File: src/hdl/assert_macros.svh
// Assertion macros for the printable run extractor RTL.
// Simulation builds get the checks; synthesis builds get empty bodies.
`ifndef ASSERT_MACROS_SVH
`define ASSERT_MACROS_SVH

`ifndef SYNTHESIS

// prop must hold at every clock edge outside reset
`define PRX_ASSERT(lbl, clk, rst, prop) \
  lbl: assert property (@(posedge clk) disable iff (rst) (prop)) \
    else $error("prx assertion failed");

// cond must never be true outside reset
`define PRX_NEVER(lbl, clk, rst, cond) \
  lbl: assert property (@(posedge clk) disable iff (rst) !(cond)) \
    else $error("prx forbidden condition seen");

`else

`define PRX_ASSERT(lbl, clk, rst, prop)
`define PRX_NEVER(lbl, clk, rst, cond)

`endif

`endif

File: src/hdl/prx_pkg.sv
// Shared types, codes and helpers for the printable run extractor.
// No dependencies; every RTL module refers to it by scoped names.
package prx_pkg;

  // run buffer geometry
  localparam int unsigned MAX_KEEP = 63;
  localparam int unsigned CNT_W    = $clog2(MAX_KEEP + 1);
  localparam int unsigned ADDR_W   = (MAX_KEEP > 1) ? $clog2(MAX_KEEP) : 1;

  // command queue between front and back
  localparam int unsigned CMDQ_DEPTH = 4;
  localparam int unsigned CMDQ_PTR_W = $clog2(CMDQ_DEPTH);

  // field widths
  localparam int unsigned OP_W      = 2;
  localparam int unsigned BYTE_W    = 8;
  localparam int unsigned OFFSET_W  = 32;
  localparam int unsigned MINLEN_W  = 6;
  localparam int unsigned CFG_IDX_W = 2;
  localparam int unsigned CFG_DAT_W = 6;
  localparam int unsigned TDATA_W   = BYTE_W + OFFSET_W;

  // input op codes
  localparam logic [OP_W-1:0] OP_DATA    = 2'd0;
  localparam logic [OP_W-1:0] OP_EOF     = 2'd1;
  localparam logic [OP_W-1:0] OP_DISCARD = 2'd2;

  // configuration register indexes
  localparam logic [CFG_IDX_W-1:0] REG_MIN_LENGTH    = 2'd0;
  localparam logic [CFG_IDX_W-1:0] REG_OFFSET_ENABLE = 2'd1;

  localparam logic [MINLEN_W-1:0] MIN_LENGTH_RST = 6'd4;

  // characters
  localparam logic [BYTE_W-1:0] CH_NEWLINE  = 8'd10;
  localparam logic [BYTE_W-1:0] CH_FORMFEED = 8'd12;
  localparam logic [BYTE_W-1:0] CH_SPACE    = 8'd32;
  localparam logic [BYTE_W-1:0] CH_TILDE    = 8'd126;
  localparam logic [BYTE_W-1:0] CH_HIGH     = 8'd128;

  typedef logic [CNT_W-1:0] count_t;

  typedef enum logic [1:0] {
    CMD_STORE   = 2'd0,
    CMD_FLUSH   = 2'd1,
    CMD_DISCARD = 2'd2
  } cmd_kind_t;

  typedef struct packed {
    cmd_kind_t             kind;
    logic [BYTE_W-1:0]     data_byte;
    logic [OFFSET_W-1:0]   byte_offset;
  } cmd_t;

  typedef struct packed {
    logic [MINLEN_W-1:0] min_length;
    logic                offset_enable;
  } cfg_t;

  // space through tilde, form feed, and 128
  function automatic logic is_clean(input logic [BYTE_W-1:0] b);
    logic ok;
    ok = (b == CH_FORMFEED) || (b == CH_HIGH) || ((b >= CH_SPACE) && (b <= CH_TILDE));
    return ok;
  endfunction

endpackage

File: src/hdl/printable_run_extractor_core.sv
// Printable run extractor, top level. Collects runs of clean bytes (space
// through tilde, form feed, 128) from a byte stream and reports each run that
// reaches min_length as its characters followed by a newline item marked
// tlast, all carrying the run's start offset when offset_enable is set. At
// most 63 characters of a run are kept. Input items are taken one per cycle,
// while the queue has room, into a 4-deep command queue. The back end retires
// a stored byte, a discard or an unreported terminator as it pops it; for a
// reported run of n stored characters it starts the buffer read, emits each
// character, then emits the newline, paced by the registered buffer read and
// the output register. tready drops only while the queue is full.
// Depends on prx_pkg, prx_front, prx_cmd_fifo, prx_back.
module printable_run_extractor_core (
  input  logic                             clk,
  input  logic                             rst,
  // input items
  input  logic                             s_tvalid,
  output logic                             s_tready,
  input  logic [prx_pkg::TDATA_W-1:0]      s_tdata,   // data_byte [7:0], byte_offset [39:8]
  input  logic [prx_pkg::OP_W-1:0]         s_tuser,   // op [1:0]
  // result items
  output logic                             m_tvalid,
  input  logic                             m_tready,
  output logic [prx_pkg::TDATA_W-1:0]      m_tdata,   // out_char [7:0], start_offset [39:8]
  output logic                             m_tuser,   // offset_valid
  output logic                             m_tlast,   // last
  // register writes
  input  logic                             cfg_valid,
  output logic                             cfg_ready,
  input  logic [prx_pkg::CFG_IDX_W-1:0]    cfg_index,
  input  logic [prx_pkg::CFG_DAT_W-1:0]    cfg_data
);

  prx_pkg::cfg_t cfg;
  prx_pkg::cmd_t push_cmd;
  prx_pkg::cmd_t q_cmd;
  logic          push;
  logic          q_full;
  logic          q_empty;
  logic          pop;

  // the user must write registers only while the block is idle; not enforced here, so always ready
  assign cfg_ready = 1'b1;

  always_ff @(posedge clk) begin
    if (rst) begin
      cfg.min_length    <= prx_pkg::MIN_LENGTH_RST;
      cfg.offset_enable <= 1'b0;
    end else if (cfg_valid && cfg_ready) begin
      case (cfg_index)
        prx_pkg::REG_MIN_LENGTH: begin
          cfg.min_length <= cfg_data[prx_pkg::MINLEN_W-1:0];
        end
        prx_pkg::REG_OFFSET_ENABLE: begin
          cfg.offset_enable <= cfg_data[0];
        end
        default: begin
          // unmapped index, write dropped
        end
      endcase
    end
  end

  // front: classify and enqueue
  prx_front u_front (
    .s_tvalid (s_tvalid),
    .s_tready (s_tready),
    .s_tdata  (s_tdata),
    .s_tuser  (s_tuser),
    .q_full   (q_full),
    .push     (push),
    .push_cmd (push_cmd)
  );

  // decouples input acceptance from run flushing
  prx_cmd_fifo u_cmdq (
    .clk      (clk),
    .rst      (rst),
    .push     (push),
    .push_cmd (push_cmd),
    .full     (q_full),
    .pop      (pop),
    .pop_cmd  (q_cmd),
    .empty    (q_empty)
  );

  // back: run buffer and flush sequencer
  prx_back u_back (
    .clk      (clk),
    .rst      (rst),
    .cfg      (cfg),
    .q_empty  (q_empty),
    .q_cmd    (q_cmd),
    .pop      (pop),
    .m_tvalid (m_tvalid),
    .m_tready (m_tready),
    .m_tdata  (m_tdata),
    .m_tuser  (m_tuser),
    .m_tlast  (m_tlast)
  );

endmodule

File: src/hdl/prx_front.sv
// Front end: accepts input items and turns them into back-end commands.
// Depends on prx_pkg.
module prx_front (
  input  logic                          s_tvalid,
  output logic                          s_tready,
  input  logic [prx_pkg::TDATA_W-1:0]   s_tdata,   // data_byte, byte_offset
  input  logic [prx_pkg::OP_W-1:0]      s_tuser,   // op
  input  logic                          q_full,
  output logic                          push,
  output prx_pkg::cmd_t                 push_cmd
);

  logic [prx_pkg::BYTE_W-1:0] b;
  logic                       keep;

  assign b        = s_tdata[prx_pkg::BYTE_W-1:0];
  assign s_tready = !q_full;

  always_comb begin
    push_cmd.data_byte   = b;
    push_cmd.byte_offset = s_tdata[prx_pkg::TDATA_W-1:prx_pkg::BYTE_W];
    push_cmd.kind        = prx_pkg::CMD_FLUSH;
    keep                 = 1'b1;
    case (s_tuser)
      prx_pkg::OP_DATA: begin
        // newline and dirty bytes terminate the run
        if (b != prx_pkg::CH_NEWLINE && prx_pkg::is_clean(b)) begin
          push_cmd.kind = prx_pkg::CMD_STORE;
        end
      end
      prx_pkg::OP_EOF: begin
        push_cmd.kind = prx_pkg::CMD_FLUSH;
      end
      prx_pkg::OP_DISCARD: begin
        push_cmd.kind = prx_pkg::CMD_DISCARD;
      end
      default: begin
        keep = 1'b0;  // unused op, swallowed
      end
    endcase
    push = s_tvalid && s_tready && keep;
  end

endmodule

File: src/hdl/prx_cmd_fifo.sv
// Small register FIFO carrying commands from front to back.
// Depends on prx_pkg.
module prx_cmd_fifo (
  input  logic          clk,
  input  logic          rst,
  input  logic          push,
  input  prx_pkg::cmd_t push_cmd,
  output logic          full,
  input  logic          pop,
  output prx_pkg::cmd_t pop_cmd,
  output logic          empty
);

  prx_pkg::cmd_t                 entries [prx_pkg::CMDQ_DEPTH];
  logic [prx_pkg::CMDQ_PTR_W-1:0] wr_ptr;
  logic [prx_pkg::CMDQ_PTR_W-1:0] rd_ptr;
  logic [prx_pkg::CMDQ_PTR_W:0]   fill;

  assign full    = (fill == (prx_pkg::CMDQ_PTR_W+1)'(prx_pkg::CMDQ_DEPTH));
  assign empty   = (fill == '0);
  assign pop_cmd = entries[rd_ptr];

  always_ff @(posedge clk) begin
    if (rst) begin
      wr_ptr <= '0;
      rd_ptr <= '0;
      fill   <= '0;
    end else begin
      if (push) begin
        wr_ptr <= wr_ptr + 1'b1;
      end
      if (pop) begin
        rd_ptr <= rd_ptr + 1'b1;
      end
      if (push && !pop) begin
        fill <= fill + 1'b1;
      end else if (pop && !push) begin
        fill <= fill - 1'b1;
      end
    end
  end

  always_ff @(posedge clk) begin
    if (push) begin
      entries[wr_ptr] <= push_cmd;
    end
  end

endmodule

File: src/hdl/prx_back.sv
// Back end: run buffer, flush sequencer and output register.
// Depends on prx_pkg and assert_macros.svh.
`include "assert_macros.svh"

module prx_back (
  input  logic                          clk,
  input  logic                          rst,
  input  prx_pkg::cfg_t                 cfg,
  input  logic                          q_empty,
  input  prx_pkg::cmd_t                 q_cmd,
  output logic                          pop,
  output logic                          m_tvalid,
  input  logic                          m_tready,
  output logic [prx_pkg::TDATA_W-1:0]   m_tdata,   // out_char, start_offset
  output logic                          m_tuser,   // offset_valid
  output logic                          m_tlast    // last
);

  typedef enum logic [2:0] {
    ST_IDLE = 3'b001,
    ST_EMIT = 3'b010,
    ST_NL   = 3'b100
  } state_t;

  state_t                        state;
  prx_pkg::count_t               count;
  logic [prx_pkg::OFFSET_W-1:0]  run_start;
  logic [prx_pkg::ADDR_W-1:0]    idx;
  logic [prx_pkg::OFFSET_W-1:0]  flush_so;
  logic                          flush_ov;
  logic [prx_pkg::BYTE_W-1:0]    mem [prx_pkg::MAX_KEEP];
  logic [prx_pkg::BYTE_W-1:0]    rd_data;
  logic [prx_pkg::BYTE_W-1:0]    out_char;
  logic [prx_pkg::OFFSET_W-1:0]  out_offset;

  logic                          out_free;
  logic                          reported;
  logic                          room;
  logic                          mem_we;
  logic                          rd_en;
  logic [prx_pkg::ADDR_W-1:0]    rd_addr;
  prx_pkg::count_t               idx_inc;
  logic                          more;
  logic                          load_char;
  logic                          load_nl;

  assign m_tdata = {out_offset, out_char};

  always_comb begin
    out_free  = !m_tvalid || m_tready;
    pop       = !q_empty && (state == ST_IDLE);
    reported  = 7'(count) >= 7'(cfg.min_length);
    room      = count < prx_pkg::CNT_W'(prx_pkg::MAX_KEEP);
    idx_inc   = prx_pkg::CNT_W'(idx) + 1'b1;
    more      = idx_inc < count;
    load_char = (state == ST_EMIT) && out_free;
    load_nl   = (state == ST_NL) && out_free;
    mem_we    = pop && (q_cmd.kind == prx_pkg::CMD_STORE) && room;
    rd_en     = 1'b0;
    rd_addr   = '0;
    if (pop && (q_cmd.kind == prx_pkg::CMD_FLUSH) && reported && (count != '0)) begin
      rd_en = 1'b1;  // prefetch first character
    end else if (load_char && more) begin
      rd_en   = 1'b1;
      rd_addr = idx_inc[prx_pkg::ADDR_W-1:0];
    end
  end

  // run buffer, registered read
  always_ff @(posedge clk) begin
    if (mem_we) begin
      mem[count[prx_pkg::ADDR_W-1:0]] <= q_cmd.data_byte;
    end
    if (rd_en) begin
      rd_data <= mem[rd_addr];
    end
  end

  always_ff @(posedge clk) begin
    if (rst) begin
      state     <= ST_IDLE;
      count     <= '0;
      run_start <= '0;
      m_tvalid  <= 1'b0;
    end else begin
      if (load_char || load_nl) begin
        m_tvalid <= 1'b1;
      end else if (m_tready) begin
        m_tvalid <= 1'b0;
      end
      case (state)
        ST_IDLE: begin
          if (pop) begin
            case (q_cmd.kind)
              prx_pkg::CMD_STORE: begin
                if (count == '0) begin
                  run_start <= q_cmd.byte_offset;
                end
                if (room) begin
                  count <= count + 1'b1;
                end
              end
              prx_pkg::CMD_FLUSH: begin
                if (!reported) begin
                  count <= '0;
                end else if (count == '0) begin
                  state <= ST_NL;
                end else begin
                  state <= ST_EMIT;
                end
              end
              default: begin
                count <= '0;
              end
            endcase
          end
        end
        ST_EMIT: begin
          if (load_char && !more) begin
            state <= ST_NL;
          end
        end
        ST_NL: begin
          if (load_nl) begin
            count <= '0;
            state <= ST_IDLE;
          end
        end
        default: begin
          state <= ST_IDLE;
        end
      endcase
    end
  end

  // payload registers
  always_ff @(posedge clk) begin
    if (pop && (q_cmd.kind == prx_pkg::CMD_FLUSH)) begin
      idx      <= '0;
      flush_ov <= cfg.offset_enable;
      if (!cfg.offset_enable) begin
        flush_so <= '0;
      end else if (count == '0) begin
        flush_so <= q_cmd.byte_offset;  // empty run takes the terminator offset
      end else begin
        flush_so <= run_start;
      end
    end else if (load_char && more) begin
      idx <= idx_inc[prx_pkg::ADDR_W-1:0];
    end
    if (load_char) begin
      out_char   <= rd_data;
      out_offset <= flush_so;
      m_tuser    <= flush_ov;
      m_tlast    <= 1'b0;
    end else if (load_nl) begin
      out_char   <= prx_pkg::CH_NEWLINE;
      out_offset <= flush_so;
      m_tuser    <= flush_ov;
      m_tlast    <= 1'b1;
    end
  end

  `PRX_NEVER(a_count_bound, clk, rst, count > prx_pkg::CNT_W'(prx_pkg::MAX_KEEP))
  `PRX_ASSERT(a_emit_in_range, clk, rst,
    (state == ST_EMIT) |-> (count != '0) && (prx_pkg::CNT_W'(idx) < count))
  `PRX_ASSERT(a_nl_clears, clk, rst, load_nl |=> (count == '0) && (state == ST_IDLE))
  `PRX_NEVER(a_pop_busy, clk, rst, pop && (state != ST_IDLE))

endmodule
File: config.mk
export PLATFORM = sky130hd
export DESIGN_NAME = printable_run_extractor_core
export DESIGN_NICKNAME = d
export VERILOG_FILES = /design/src/hdl/prx_pkg.sv /design/src/hdl/printable_run_extractor_core.sv /design/src/hdl/prx_front.sv /design/src/hdl/prx_cmd_fifo.sv /design/src/hdl/prx_back.sv
export VERILOG_INCLUDE_DIRS = /design/src /design/src/hdl
export SDC_FILE = /design/constraint.sdc
export NUM_CORES = 1
export LEC_CHECK = 0
export ABC_AREA = 1
export ABC_CLOCK_PERIOD_IN_PS = 6100
export BUFFER_PORTS_ARGS = -buffer_cell sky130_fd_sc_hd__buf_2
export CAP_MARGIN = 20
export CORE_MARGIN = 2
export CORE_UTILIZATION = 45
export CTS_BUF_LIST = sky130_fd_sc_hd__clkbuf_16
export CTS_CLUSTER_SIZE = 12
export DETAILED_ROUTE_END_ITERATION = 10
export PLACE_DENSITY_LB_ADDON = 0.1
export SYNTH_ARGS = -nofsm -noshare
export SYNTH_HDL_FRONTEND = slang
export SYNTH_SLANG_ARGS = --single-unit
File: constraint.sdc
create_clock -name clk -period 6.1 [get_ports clk]
set_input_delay 0.61 -clock clk [delete_from_list [all_inputs] [get_ports clk]]
set_output_delay 0.61 -clock clk [all_outputs]
set_load 0.05 [all_outputs]
### After elaboration in Yosys (flattened, before gate mapping)

Memories as Yosys holds them, arrays and structs flattened. A register that Yosys moved wholly into a read port is not among the register bits.
Cells that the tools add are included.
W data, S select, Z words.

| word-level totals | value |
|---|---|
| output and inout bits | 45 |
| input port bits | 55 |
| memory bits (writable) | 672 |
| word-level logic and storage cells | 126 |
| register bits after elaboration | 137 |
| memories | 2 |

Memories:

| memory | words | width | read ports | clocked after Yosys merged registers in | write ports | RTL line | source |
|---|---|---|---|---|---|---|---|
| u_back.mem | 63 | 8 | 1 | 1 | 1 | prx_back.sv:31 | `logic [prx_pkg::BYTE_W-1:0] mem [prx_pkg::MAX_KEEP];` |
| u_cmdq.entries | 4 | 42 | 1 | 1 | 1 | prx_cmd_fifo.sv:14 | `prx_pkg::cmd_t entries [prx_pkg::CMDQ_DEPTH];` |

| cells by class | value |
|---|---|
| add/subtract/negate cells | 6 |
| order comparisons | 5 |
| multiplexer cells | 37 |
| equal/unequal tests | 18 |
| reduce and logical (&&, ||, !) cells | 42 |

Operator list:

| kind | number |
|---|---|
| $mux W32 | 3 |
| $mux W6 | 6 |
| $mux W3 | 8 |
| $pmux W6 S2 | 2 |
| $logic_and A1 B1 Y1 | 16 |
| $mux W8 | 2 |
| $add A6 B1 Y6 const B | 2 |
| $mux W1 | 12 |
| $reduce_and A5 Y1 | 2 |
| $pmux W3 S3 | 1 |
| $eq A8 B4 Y1 const B | 1 |
| $eq A8 B8 Y1 const B | 1 |
| $ge A8 B6 Y1 const B | 1 |
| $le A8 B7 Y1 const B | 1 |
| $ne A8 B4 Y1 const B | 1 |
| $reduce_bool A2 Y1 | 4 |
| $eq A2 B1 Y1 const B | 3 |
| $eq A3 B3 Y1 const B | 2 |
| $ge A6 B6 Y1 | 1 |
| $logic_not A1 Y1 | 6 |
| $logic_not A2 Y1 | 3 |
| $logic_not A6 Y1 | 1 |
| $lt A6 B6 Y1 | 1 |
| $lt A6 B6 Y1 const B | 1 |
| 18 further kinds | 27 |

### Longest topological paths before layout

| depth | value |
|---|---|
| depth after elaboration | 8 |
| mapped depth | 19 |

### By module

A second synthesis with hierarchy kept.

| unflattened totals | value |
|---|---|
| cells, all modules | 3134 |
| area, all modules | 34608.2 um^2 |

Modules (own cells, without submodules):

| module | sequential area each (um^2) | area an instance (um^2) | cells each | instances |
|---|---|---|---|---|
| prx_back | 18577.8 | 27050.9 | 2555 | 1 |
| prx_cmd_fifo | 5225.0 | 6812.8 | 464 | 1 |
| prx_front | 0.0 | 409.1 | 66 | 1 |
| printable_run_extractor_core | 140.1 | 335.3 | 49 | 1 |

### Worst setup path after synthesis

Ideal clock, no wire load.

| timing path | value |
|---|---|
| kind | register to register |
| start point | register (tool-made name) |
| end point | memory u_back.mem[0][0] (netlist name), data pin |
| cell stages (with the launch flop) | 6 |
| clock period less this slack | 3.493 ns |
| data arrival time | 2.946 ns |
| setup slack | 2.607 ns |
| path buffers | 3 |
| library setup time | 0.547 ns |
| path through | dfxtp_1 > buf_2 > clkbuf_1 > clkbuf_1 > nor2_1 > o22ai_1 |

RTL lines:

| item | RTL line |
|---|---|
| end, declared | prx_back.sv:31 |

### Final worst setup path

| timing path | value |
|---|---|
| start point | register u_back.idx[0] (netlist name) |
| end point | register u_back.rd_data[7] (netlist name), read port of u_back.mem, data pin |

| between the ends | value |
|---|---|
| cells in the longest elaborated chain, start to end | 5 |
| elaborated cells on any way between the ends | 7 |

RTL lines:

| item | RTL line | source |
|---|---|---|
| start, declared | prx_back.sv:28 | `logic [prx_pkg::ADDR_W-1:0] idx;` |
| start signal, assigned | prx_back.sv:149 | `idx <= idx_inc[prx_pkg::ADDR_W-1:0];` |
| $add A6 B1 Y6 * | prx_back.sv:54 | `idx_inc = prx_pkg::CNT_W'(idx) + 1'b1;` |
| net u_back.idx_inc[4] | prx_back.sv:42 | `prx_pkg::count_t idx_inc;` |
| $lt A6 B6 Y1 | prx_back.sv:55 | `more = idx_inc < count;` |
| $logic_and A1 B1 Y1 | prx_back.sv:63 | `end else if (load_char && more) begin` |
| $mux W6 / $mux W1 (equally long branches) | prx_back.sv:63 |  |
| $mux W6 / $mux W1 (equally long branches) | prx_back.sv:61 | `if (pop && (q_cmd.kind == prx_pkg::CMD_FLUSH) && reported && (count != '0)) begin` |
| end, declared | prx_back.sv:32 | `logic [prx_pkg::BYTE_W-1:0] rd_data;` |

Mark *: on every way through the listed nets, which the timed path passes. The rest lies on a longest branch.
A chain may end at the register's enable or synchronous reset.

==> key figures <==
Worst hold path
  • Worst hold path depth: 1
  • Hold WC Path Type: in -> reg

Die
  • Rows: 101
  • Die H: roughly 280 um
  • Core area: between 70000 and 80000 sq um
  • Effective utilization at floorplan: between 40 and 50%
  • # IOs: 100
  • Total Die Area: around 79000 sq um
  • Width of the die: 281 um

Cells and area
  • Area grow syn2layout: 12.0%
  • Ant. Diodes: 0
  • Final net count: 3231
  • Ratio of cells with drive above 1 in the final layout: a little under a tenth

Synth
  • Avg Inst Size Synth: 11.1 sq um
  • Synth unique cells: 39
  • Synth Register Bits: about 820
  • YS warnings: 0
  • Net Count, Synth: around 3200
  • Sequential element share of the synthesized area: 69.4%
  • Syn Inst Count: a little over 3000
  • Mapped Area: 34500 sq um

Clock tree
  • CTS clk-pin slew, worst paths: approximately 0.06 ns
  • CTS root buffer: clkbuf_16
  • Clk_lat worst skew: about 0.65 ns
  • Post CTS Setup Buffer Count: 0
  • H-tree depth: 3
  • Number of CTS-inserted buffers: between 80 and 90
  • # clock sinks: roughly 820
  • Post_cts resized: 0
  • CTS Hold Bufs: 0
  • Max clock buf depth: 3
  • CTS tree: yes

STA
  • Max Slew Vio Count: 0
  • Final period utilization: between 70% and 80%
  • Final setup vio count: 0
  • Worst Max-Slew Pin Slew: a little over 1 ns
  • Hold slack: roughly 0.17 ns
  • Final hold vios: 0
  • Clock skew: around 0.030 ns
  • Post-route setup TNS: 0 ns
  • Fmax: about 220 MHz
  • Unrepaired setup endpoints after global routing: no
  • Max-slew headroom: about a third
  • Fin crit period: between 4 and 5 ns

Route
  • Wire per inst: between 20 and 25 um
  • Final ANT Viol Nets: 0
  • Drt drc: 0
  • WL final: 90500 um
  • Number of DRC markers in iteration 0: about 2200
  • Via/cell ratio: 5.37
  • Via count: 22862
  • Drt first pass iters: 6

Place
  • Buffers on Ports: between 90 and 100
  • Hpwl dp: between 50000 and 60000 um
  • Routability cong.: between 0.8 and 0.9

Worst setup path
  • Worst setup EP type: register
  • Worst r2r path cells: 17
  • CP startpoint kind: register
  • Arr. time, crit path: ~5 ns
  • CP Class: reg -> reg
  • Crit Path Max Fanout: between 80 and 90
  • WP data required: between 6 and 7 ns

Pwr
  • Sw frac: 29.9%
  • Psw: 4.50 mW
  • Power Dens Cells: between 300 and 400 nW/um^2
  • Comb power frac: roughly 18%
  • Leakage power: around 15 nW
  • Int Pwr: 10.5 mW
  • Worst vdd ir: 0.000292 V
  • Clock share of power: between 30% and 40%
  • Share of total power in sequential cells: 48.8%

Job
  • Total of max-cap violations: 0

Global routing
  • Remaining global-route overflow: 0
  • Initial antenna violation count: 7
  • First-pass GRT wire length: around 140000 um
  • GR Util All Layers: around 23%
  • Number of global-route vias before repair: 22606
  • Largest net degree at the start of global routing: 138

Status
  • Status: completed
==> worst paths after layout <==
check / startpoint / slack [ns] / end
max: u_back.idx[0] / 1.59 / u_back.rd_data[7]
min: s_tdata[12] / 0.17 / u_cmdq.entries[1][4]
max reg2reg: u_back.idx[0] / 1.59 / u_back.rd_data[7]
min reg2reg: u_back.flush_so[27] / 0.42 / u_back.out_offset[27]
==> critical path: stages, from the launching register on <==
cell and delay, ns:
dfxtp_1 0.45, ha_1 0.24, nand3_1 0.10, xor2_1 0.26
inv_1 0.11, ha_1 0.28, nand2_1 0.09, inv_1 0.05
a21oi_1 0.21, nand4_1 0.23, clkinv_2 0.43, buf_4 0.84
nand3_1 0.22, nand3_1 0.16, nand3_1 0.16, nand3_1 0.16
nand3_1 0.20, nand2_1 0.13
==> through the flow <==
step	utilization [%]	cells	setup WS (ns)	area (sq um)	total power [mW]
floorplan	-	3114	2.61	34500	9.01
detailed placement	47.3	4096	1.60	35900	10.2
finish	50.9	4257	1.59	38600	15.0
CTS	50.8	4256	1.57	38600	15.2
global placement	47.3	4096	1.65	35900	10.2
global route	50.9	4257	1.26	38600	15.7
==> power groups by stage <==
stage	clock network, mW	logic (mW)	registers, mW
after floorplan	0	1.53	7.48
after global placement	0	2.72	7.44
after detailed placement	0	2.78	7.45
after CTS	5.06	2.78	7.34
after global routing	5.28	3.03	7.37
final	4.98	2.73	7.34
==> layer usage <==
metal  routed length (um)  vias to the layer above  track usage [%]  part of all wire (%)
li1                     -                    10823                -                     -
met1                38400                    11069             30.7                    42
met2                43700                      769             38.4                    48
met3                 5170                      187             3.81                   5.7
met4                 3110                       14             8.14                   3.4
met5                   96                        -                0                  0.11
==> layout make-up <==
| type | instances | area, sq um |
|---|---|---|
| Sequential cell | 819 | 23900 |
| Timing Repair Buffer | 137 | 828 |
| Fill cell | 6774 | 37300 |
| Tap cell | 1030 | 1290 |
| Clock inverter | 73 | 509 |
| Inverter | 467 | 1760 |
| Multi-Input combinational cell | 1644 | 8130 |
| Clock buffer | 87 | 2180 |
==> registers in the layout (all words and copies together) (netlist names), 2 cells and up, named ones only <==
register,flops
u_cmdq.rd_ptr,2
u_back.idx,6
u_back.run_start,32
u_back.rd_data,8
u_back.flush_so,32
cfg,7
u_back.state,3
u_back.out_offset,32
u_back.mem,504
u_cmdq.entries,168
u_cmdq.wr_ptr,2
u_cmdq.fill,3
u_back.count,6
u_back.out_char,8
==> Yosys cell counts, drive strengths merged <==
cell / n / area (sq um)
conb: 1 / 3.75
edfxtp: 754 / 22600
nand3: 387 / 1940
or2: 8 / 50.1
xor2: 6 / 52.6
o21ai: 217 / 1090
nor2: 303 / 1180
nor3: 6 / 35.0
o221ai: 32 / 280
ha: 19 / 238
buf: 86 / 439
inv: 467 / 1750
and2: 1 / 6.26
nand4: 139 / 870
clkbuf: 98 / 368
a31oi: 1 / 6.26
fa: 1 / 20.0
o211ai: 27 / 203
nand2: 409 / 1540
o22ai: 8 / 50.1
a2111o: 1 / 11.3
a221oi: 1 / 8.76
a21oi: 74 / 370
nor3b: 1 / 7.51
a311oi: 1 / 8.76
dfxtp: 65 / 1300
nand3b: 1 / 7.51
==> cells in the final DEF, fill, tap and decap left out, drive strengths merged, types with 6 or more instances in the layout <==
cell type / netlist / routed
xor2: 6 / 6
o21ai: 217 / 217
clkinv: 0 / 40
nand4: 139 / 139
nor2: 303 / 303
dfxtp: 65 / 65
edfxtp: 754 / 754
o211ai: 27 / 27
o221ai: 32 / 32
nand3: 387 / 387
ha: 19 / 19
o22ai: 8 / 8
or2: 8 / 8
nor3: 6 / 6
a21oi: 74 / 74
clkbuf: 98 / 87
nand2: 409 / 409
buf: 86 / 137
inv: 467 / 496
==> logic make-up after synthesis <==
family	count (synthesis)	share of synthesized area, %
AND/OR/NAND/NOR	1255	16.4
flip-flops	819	69.4
buffers and inverters	651	7.42
AO/OA/AOI/OAI	362	5.87
adder cells (fa/ha/maj)	20	0.748
XOR/XNOR	6	0.152
other	1	0.0109
No activity file was read; power rests on OpenSTA's default activity.
